## src/rtl/core/ptw_pkg.sv

```systemverilog
// ============================================================================
// ptw_pkg
// Types, codes and address helpers for the four-level page table walker.
// ============================================================================
package ptw_pkg;

    localparam int ADDR_W         = 52;
    localparam int PHYS_ADDR_BITS = 52;
    localparam int VA_W           = 48;
    localparam int DATA_W         = 64;
    localparam int PADDR_W        = 4;

    localparam logic [ADDR_W-1:0] PA_MASK =
        {ADDR_W{1'b1}} >> (ADDR_W - PHYS_ADDR_BITS);

    localparam logic [PADDR_W-1:0] REG_ROOT_TABLE_ADDR = PADDR_W'(0);

    localparam logic FUNC_TRANSLATE = 1'b0;
    localparam logic FUNC_READ_RESP = 1'b1;

    localparam logic KIND_READ_REQ = 1'b0;
    localparam logic KIND_DONE     = 1'b1;

    localparam logic [1:0] PAGE_4K = 2'd0;
    localparam logic [1:0] PAGE_2M = 2'd1;
    localparam logic [1:0] PAGE_1G = 2'd2;

    typedef enum logic [1:0] {
        LVL_PML4 = 2'd0,
        LVL_PDP  = 2'd1,
        LVL_PD   = 2'd2,
        LVL_PT   = 2'd3
    } level_t;

    localparam int ENT_PRESENT_BIT = 0;
    localparam int ENT_HUGE_BIT    = 7;

    function automatic logic [ADDR_W-1:0] entry_addr(
        input logic [ADDR_W-1:0] table_addr,
        input logic [VA_W-1:0]   vaddr,
        input level_t            level
    );
        logic [8:0]        idx;
        logic [ADDR_W-1:0] base;
        unique case (level)
            LVL_PML4: idx = vaddr[47:39];
            LVL_PDP:  idx = vaddr[38:30];
            LVL_PD:   idx = vaddr[29:21];
            LVL_PT:   idx = vaddr[20:12];
            default:  idx = vaddr[47:39];
        endcase
        base = table_addr & PA_MASK;
        return {base[ADDR_W-1:12], idx, 3'b000} & PA_MASK;
    endfunction

endpackage

```

## src/rtl/core/page_table_walk_translate.sv

```systemverilog
// ============================================================================
// page_table_walk_translate
// Four-level x86-64 page table walker: issues one entry read per level and
// reports the translated address, page size or fault.
// Output: a result is held in the output register from the cycle after its item is accepted.
// Throughput: one transaction per cycle while m_ready holds; single output register.
// Reset: aresetn is synchronous, active low; clears the walk state, the root
// table register and the output valid.
// ============================================================================
module page_table_walk_translate
    import ptw_pkg::*;
(
    input  logic                aclk,
    input  logic                aresetn,

    input  logic                psel,
    input  logic                penable,
    input  logic                pwrite,
    input  logic [PADDR_W-1:0]  paddr,
    input  logic [DATA_W-1:0]   pwdata,
    output logic [DATA_W-1:0]   prdata,
    output logic                pready,

    input  logic                s_valid,
    output logic                s_ready,
    input  logic                s_func,
    input  logic [DATA_W-1:0]   s_virt_addr,
    input  logic [DATA_W-1:0]   s_read_data,

    output logic                m_valid,
    input  logic                m_ready,
    output logic                m_kind,
    output logic [ADDR_W-1:0]   m_read_addr,
    output logic [ADDR_W-1:0]   m_phys_addr,
    output logic                m_mapped,
    output logic [1:0]          m_page_kind
);

    logic [ADDR_W-1:0] root_reg;
    logic              busy_reg, busy_next;
    level_t            level_reg, level_next;
    logic [VA_W-1:0]   vaddr_reg, vaddr_next;

    logic              m_valid_reg;
    logic              m_kind_reg;
    logic [ADDR_W-1:0] m_read_addr_reg;
    logic [ADDR_W-1:0] m_phys_addr_reg;
    logic              m_mapped_reg;
    logic [1:0]        m_page_kind_reg;

    logic              res_valid;
    logic              res_kind;
    logic [ADDR_W-1:0] res_read_addr;
    logic [ADDR_W-1:0] res_phys_addr;
    logic              res_mapped;
    logic [1:0]        res_page_kind;

    logic              in_acc;
    logic              cfg_wr;
    logic [ADDR_W-1:0] ent;

    assign pready  = 1'b1;
    assign cfg_wr  = psel && penable && pwrite;
    assign prdata  = (paddr[PADDR_W-1:3] == REG_ROOT_TABLE_ADDR[PADDR_W-1:3])
                     ? DATA_W'(root_reg) : '0;

    assign s_ready = !m_valid_reg || m_ready;
    assign in_acc  = s_valid && s_ready;
    assign ent     = s_read_data[ADDR_W-1:0] & PA_MASK;

    always_comb begin
        res_valid     = 1'b0;
        res_kind      = KIND_READ_REQ;
        res_read_addr = '0;
        res_phys_addr = '0;
        res_mapped    = 1'b0;
        res_page_kind = PAGE_4K;
        busy_next     = busy_reg;
        level_next    = level_reg;
        vaddr_next    = vaddr_reg;

        if (s_func == FUNC_TRANSLATE) begin
            if (!busy_reg) begin
                vaddr_next    = s_virt_addr[VA_W-1:0];
                busy_next     = 1'b1;
                level_next    = LVL_PML4;
                res_valid     = 1'b1;
                res_read_addr = entry_addr(root_reg, s_virt_addr[VA_W-1:0], LVL_PML4);
            end
        end else if (busy_reg) begin
            res_valid = 1'b1;
            if (!s_read_data[ENT_PRESENT_BIT]) begin
                res_kind   = KIND_DONE;
                busy_next  = 1'b0;
                level_next = LVL_PML4;
            end else if (level_reg != LVL_PT && s_read_data[ENT_HUGE_BIT]) begin
                res_kind   = KIND_DONE;
                busy_next  = 1'b0;
                level_next = LVL_PML4;
                if (level_reg == LVL_PDP) begin
                    res_phys_addr = {ent[ADDR_W-1:30], vaddr_reg[29:0]} & PA_MASK;
                    res_mapped    = 1'b1;
                    res_page_kind = PAGE_1G;
                end else if (level_reg == LVL_PD) begin
                    res_phys_addr = {ent[ADDR_W-1:21], vaddr_reg[20:0]} & PA_MASK;
                    res_mapped    = 1'b1;
                    res_page_kind = PAGE_2M;
                end
            end else if (level_reg == LVL_PT) begin
                res_kind      = KIND_DONE;
                busy_next     = 1'b0;
                level_next    = LVL_PML4;
                res_phys_addr = {ent[ADDR_W-1:12], vaddr_reg[11:0]} & PA_MASK;
                res_mapped    = 1'b1;
                res_page_kind = PAGE_4K;
            end else begin
                level_next    = level_t'(level_reg + 2'd1);
                res_read_addr = entry_addr(ent, vaddr_reg, level_t'(level_reg + 2'd1));
            end
        end
    end

    always_ff @(posedge aclk) begin
        if (!aresetn) begin
            root_reg    <= '0;
            busy_reg    <= 1'b0;
            level_reg   <= LVL_PML4;
            vaddr_reg   <= '0;
            m_valid_reg <= 1'b0;
        end else begin
            if (cfg_wr && paddr[PADDR_W-1:3] == REG_ROOT_TABLE_ADDR[PADDR_W-1:3]) begin
                root_reg <= pwdata[ADDR_W-1:0];
            end
            if (in_acc) begin
                busy_reg    <= busy_next;
                level_reg   <= level_next;
                vaddr_reg   <= vaddr_next;
                m_valid_reg <= res_valid;
            end else if (m_ready) begin
                m_valid_reg <= 1'b0;
            end
        end
    end

    always_ff @(posedge aclk) begin
        if (in_acc && res_valid) begin
            m_kind_reg      <= res_kind;
            m_read_addr_reg <= res_read_addr;
            m_phys_addr_reg <= res_phys_addr;
            m_mapped_reg    <= res_mapped;
            m_page_kind_reg <= res_page_kind;
        end
    end

    assign m_valid     = m_valid_reg;
    assign m_kind      = m_kind_reg;
    assign m_read_addr = m_read_addr_reg;
    assign m_phys_addr = m_phys_addr_reg;
    assign m_mapped    = m_mapped_reg;
    assign m_page_kind = m_page_kind_reg;

    a_start_walk: assert property (@(posedge aclk) disable iff (!aresetn)
        in_acc && s_func == FUNC_TRANSLATE && !busy_reg
        |=> busy_reg && level_reg == LVL_PML4 && m_valid && m_kind == KIND_READ_REQ)
        else $error("translate request did not start a walk");

    a_idle_level: assert property (@(posedge aclk) disable iff (!aresetn)
        !busy_reg |-> level_reg == LVL_PML4)
        else $error("idle walker holds a nonzero level");

    a_pt_ends: assert property (@(posedge aclk) disable iff (!aresetn)
        in_acc && s_func == FUNC_READ_RESP && busy_reg && level_reg == LVL_PT
        |=> !busy_reg && m_valid && m_kind == KIND_DONE)
        else $error("walk did not end after the PT entry");

    a_fault_zero: assert property (@(posedge aclk) disable iff (!aresetn)
        m_valid && m_kind == KIND_DONE && !m_mapped
        |-> m_phys_addr == '0 && m_page_kind == PAGE_4K && m_read_addr == '0)
        else $error("fault result carries nonzero fields");

    a_req_fields: assert property (@(posedge aclk) disable iff (!aresetn)
        m_valid && m_kind == KIND_READ_REQ
        |-> m_phys_addr == '0 && !m_mapped && m_read_addr[2:0] == 3'b000)
        else $error("read request has malformed fields");

endmodule
```

## config.mk

```make
export PLATFORM = sky130hd
export DESIGN_NAME = page_table_walk_translate
export DESIGN_NICKNAME = d
export VERILOG_FILES = /design/src/rtl/core/ptw_pkg.sv /design/src/rtl/core/page_table_walk_translate.sv
export SDC_FILE = /design/constraint.sdc
export NUM_CORES = 1
export LEC_CHECK = 0
export BUFFER_PORTS_ARGS = -buffer_cell sky130_fd_sc_hd__buf_2
export CORE_AREA = 2 2 146 148
export CTS_BUF_LIST = sky130_fd_sc_hd__clkbuf_4
export DETAILED_ROUTE_END_ITERATION = 16
export DIE_AREA = 0 0 148 150
export HOLD_SLACK_MARGIN = 0.15
export PLACE_DENSITY = 0.75
export SLEW_MARGIN = 20
export SYNTH_ARGS = -nofsm -noshare
export SYNTH_HDL_FRONTEND = slang
export SYNTH_SLANG_ARGS = --single-unit
```

## constraint.sdc

```tcl
create_clock -name aclk -period 18.3 [get_ports aclk]
set_clock_uncertainty 0.1 [all_clocks]
set_input_delay 0.915 -clock aclk [delete_from_list [all_inputs] [get_ports aclk]]
set_output_delay 0.915 -clock aclk [all_outputs]
set_load 0.03 [all_outputs]
```

Word level (Yosys, flattened, before mapping):

Index checks and enable logic that the tools add are counted.
W data, S select, Z words.

* bitwise logic cells: 5
* multiplexer cells: 36
* add/sub/neg operators: 1
* equality and inequality tests: 9
* reductions and logical operators: 16

Operator list (number)
* $mux W52: 11
* $pmux W9 S4: 1
* $mux W1: 17
* $mux W2: 7
* $reduce_and A3 Y1: 3
* $eq A2 B2 Y1 const B: 4
* $logic_and A1 B1 Y1: 6
* $not A1 Y1: 5
* $reduce_or A5 Y1: 1
* $eq A2 B1 Y1 const B: 2
* $ne A2 B2 Y1 const B: 2
* $reduce_and A4 Y1: 1
* $add A2 B1 Y2 const B: 1
* $logic_not A2 Y1: 1
* $ne A2 B1 Y1 const B: 1
* $reduce_and A2 Y1: 1
* $reduce_bool A2 Y1: 1
* $logic_not A1 Y1: 1
* $logic_or A1 B1 Y1: 1

* logic and storage cells: 78
* register bits: 212
* input bits: 204
* output and inout port bits: 175

Depth between registers and ports, before layout:

* word-level depth: 8
* gate-level depth with buffers: 7

Worst setup path after synthesis:

No wires, ideal clock.

* kind: input -> register
* start point: input port s_func
* end point: register m_kind_reg, in the netlist m_kind (enable)
* arrival: 5.828 ns
* stages on the path: 4
* buffers on the path: 0
* slack: 11.803 ns
* path through: inv_1 ha_1 nand2b_1 nor2_1

* cells in the longest elaborated chain, start to end: 2

Ends and longest elaborated chain
* start, declared: line page_table_walk_translate.sv:26 `input logic s_func,`
* $mux W1: line page_table_walk_translate.sv:82 `if (s_func == FUNC_TRANSLATE) begin`
* $logic_and A1 B1 Y1: line page_table_walk_translate.sv:146 `if (in_acc && res_valid) begin`
* end signal, assigned: line page_table_walk_translate.sv:147 `m_kind_reg <= res_kind;`
* end, declared: line page_table_walk_translate.sv:45 `logic m_kind_reg;`

Every way passes these cells.
A chain may end at the register's enable or synchronous reset.

Worst setup path after layout:

* start point: input port s_func
* end point: register m_read_addr_reg[7], in the netlist m_read_addr[7] (enable)

* cells in the longest elaborated chain, start to end: 2

Ends and longest elaborated chain
* $mux W1: line page_table_walk_translate.sv:82
* $logic_and A1 B1 Y1: line page_table_walk_translate.sv:146
* end signal, assigned: line page_table_walk_translate.sv:148 `m_read_addr_reg <= res_read_addr;`
* end, declared: line page_table_walk_translate.sv:46 `logic [ADDR_W-1:0] m_read_addr_reg;`

Every way passes these cells.

==> flow_summary_export.csv <==
group,metric,value,unit
synthesis,avgSynthCellArea,10.72,sq um
critical_path,start_kind,"primary input",
routing,postRouteAntennaNets,0,
worst_hold_path,min_from,"root_reg[0]$_SDFFE_PN0P_",
worst_hold_path,hold_end,"root_reg[0]$_SDFFE_PN0P_",
layout,fin_nets,1267,
placement,gp_congestion,0.8204,
clocking,cts_setup_buffers,0,
critical_path,rr_startpoint,"busy_reg$_SDFFE_PN0P_",
clocking,cts_made_buffers,17,
floorplan,die_x,148,um
sta,rsz0062_at_grt,"no",
pwr,seqPwrFrac,60.3,%
clocking,clkSlewWorstSetupHoldPaths,0.16,ns
synthesis,synth_cells,782,
routing,drtIter0Drc,496,
critical_path,r2r_end,"m_read_addr[7]$_DFFE_PP_",
pwr,leakagePower,4.309,nW
global_routing,grt_pass1_wl,35380,um
global_routing,overflow,0,
critical_path,worstPathArrival,3.45,ns
critical_path,cp.required,18.42,ns
layout,drive_above_1_share,33.43,%
clocking,cts_resized,0,
floorplan,coreArea,20690,sq um
critical_path,reg2regPathDepth,5,
global_routing,grt_use_total,20.79,%
critical_path,crit_type,"in -> reg",
sta,slew_headroom,28.91,%
routing,firstDrtPassIters,7,
sta,hold_viol_final,0,
sta,period_share,18.18,%
sta,finalSetupTns,0,ns
synthesis,seq_area_frac_synth,60.30,%
sta,final-max-slew-violation-count,0,
layout,final_core_util,49.75,%
placement,place.port_buffers,309,
synthesis,yosys.area.top_type,"edfxtp_1",
clocking,hold_buffers,0,
synthesis,yosysUniqueCellTypes,39,
placement,hpwl,16830,um
clocking,cts_tree,"yes",
critical_path,worstPathMaxFanout,75,
pwr,p_switching,0.2466,mW
worst_hold_path,min_path_cells,2,
pwr,clockPowerShare,26.2,%
routing,routed_wl,23860,um
routing,routed-wl-met3,1777,um
layout,synthToLayoutAreaGrowth,22.78,%
routing,met1_length,9750,um
clocking,root_buffer,"clkbuf_4",
clocking,ctsLongestPathBuffers,2,
routing,top_layer_used,"met5",
sta,finalSetupViolCount,0,
sta,period_minus_slack,3.326,ns
synthesis,ys_async_sr_fraction,0,%
routing,wire_per_inst,17.72,um
clocking,ctsHtreeMaxLevel,4,
critical_path,reg2reg_slack,15.03,ns
clocking,cts_sinks,200,
pwr,switching_share,29.64,%
global_routing,antenna_found_initial,4,
sta,max_freq,300.6,MHz
synthesis,ys_warn_count,0,
layout,fillers,1969,
floorplan,die_h,150,um
floorplan,start_util,40.52,%
status,status,"complete, no violations",
job,maxCapViolations,0,
pwr,power_frac_comb,13.5,%
pwr,p_per_area,80.83,nW/um^2
synthesis,synth_seq_cells,200,
routing,wl_met2,11350,um
floorplan,fp.dieArea,22200,sq um
routing,viasPerCell,5.033,
sta,whs,0.3614,ns
pwr,p_int,0.5854,mW
synthesis,synth_ff_type,"edfxtp_1",
critical_path,cp-end-kind,"register",
worst_hold_path,worstHoldPathType,"reg -> reg",
synthesis,synth_area_leaders,"edfxtp_1 38%, dfxtp_1 23%, nand2_1 8.6%, a22o_1 5.1%, mux2i_1 4.7%",
sta,tightest_slew,1.066,ns
floorplan,rows,53,
synthesis,synth-edff-count,105,
pwr,ir_worst_vdd,34.39,uV
routing,drc,0,
routing,dr_total_vias,6774,
synthesis,netlist_area,8383,sq um
clocking,insertion_delay,0.58,ns
synthesis,netlist.area_leader.share,37.61,%
global_routing,grt_pass1_vias,6569,
floorplan,io_pins,379,
global_routing,grt_start_max_net_pins,82,
worst max-delay path: stages:
cell and delay, ns:
buf_2 0.17, inv_1 0.12, ha_1 0.32, nand2b_1 0.23, nor2_4 0.73, buf_4 0.86
power groups by stage:
stage / clock [mW] / combinational (mW) / sequential, mW
6_report: 0.218 / 0.112 / 0.502
3_5_place_dp: 0 / 0.113 / 0.512
2_1_floorplan: 0 / 0.0462 / 0.538
3_3_place_gp: 0 / 0.112 / 0.511
4_1_cts: 0.223 / 0.113 / 0.502
5_1_grt: 0.239 / 0.121 / 0.504
routing by layer:
metal	vias up	global-route usage, %
met3	55	5.427
met5	-	0
met1	3182	26.10
li1	3229	-
met2	306	33.15
met4	2	10.76
cells in the final DEF, fill, tap and decap left out, types with 11 or more instances in the layout:
master	synthesis	routed
conb_1	2	16
edfxtp_1	105	105
dfxtp_1	95	95
mux2i_1	39	39
a22o_1	49	49
nor2b_1	54	54
nand2_1	192	192
clkbuf_4	0	18
buf_2	8	309
and2_1	35	35
nor2_1	13	11
a21oi_1	58	57
how the worst max path moves through the flow:
stage | slack [ns] | to | from | cells after the start
2_1_floorplan | 11.80 | m_kind$_SDFFCE_PN0P_ | s_func | 4
3_3_place_gp | 14.34 | m_phys_addr[31]$_SDFFCE_PN0P_ | s_func | 6
3_5_place_dp | 14.30 | m_read_addr[28]$_DFFE_PP_ | s_func | 6
4_1_cts | 14.95 | m_read_addr[18]$_DFFE_PP_ | s_func | 6
5_1_grt | 14.81 | m_read_addr[7]$_DFFE_PP_ | busy_reg$_SDFFE_PN0P_ | 5
6_report | 14.97 | m_read_addr[7]$_DFFE_PP_ | s_func | 6
synthesized netlist by cell type, drive strengths merged (2+ instances only):
cell and n:
a21oi 58, a222oi 9, a22o 49, a32oi 9, and2 35, and3 3, buf 32, clkbuf 43
conb 2, dfxtp 95, edfxtp 105, ha 8, inv 7, mux2i 39, nand2 192, nand3 2
nand3b 2, nor2 13, nor2b 55, o21ai 11
stage by stage:
step	instance area, sq um	cells	worst slack [ns]	power, mW
after floorplan	8436	796	11.80	0.5840
after global placement	10030	1311	14.34	0.6230
after detailed placement	10030	1311	14.30	0.6249
after CTS	10280	1343	14.95	0.8383
after global routing	10290	1346	14.81	0.8630
final	10290	1346	14.97	0.8319
layout make-up:
class,instances,area (sq um),area share (%)
flip-flops and latches,200,5055,49.11
multi-input cells,514,3015,29.30
repair buffers,315,1592,15.46
well taps,275,344.1,3.343
clock buffers,18,135.1,1.313
clock inverters,14,117.6,1.143
inverters,7,26.28,0.2553
diodes,3,7.507,0.07294
cells by family (layout without fill, tap and decap cells):
| logic type | after synthesis | in the layout | share of synthesized area [%] |
|---|---|---|---|
| DFF | 200 | 200 | 60.30 |
| buffers and inverters | 82 | 354 | 4.776 |
| other | 2 | 19 | 0.08959 |
| muxes | 39 | 39 | 4.657 |
| adders and majority gates | 8 | 8 | 1.194 |
| and+or+nand+nor | 312 | 312 | 17.42 |
| AOI/OAI and AO/OA | 139 | 139 | 11.57 |
(Power assumes the default switching activity.)
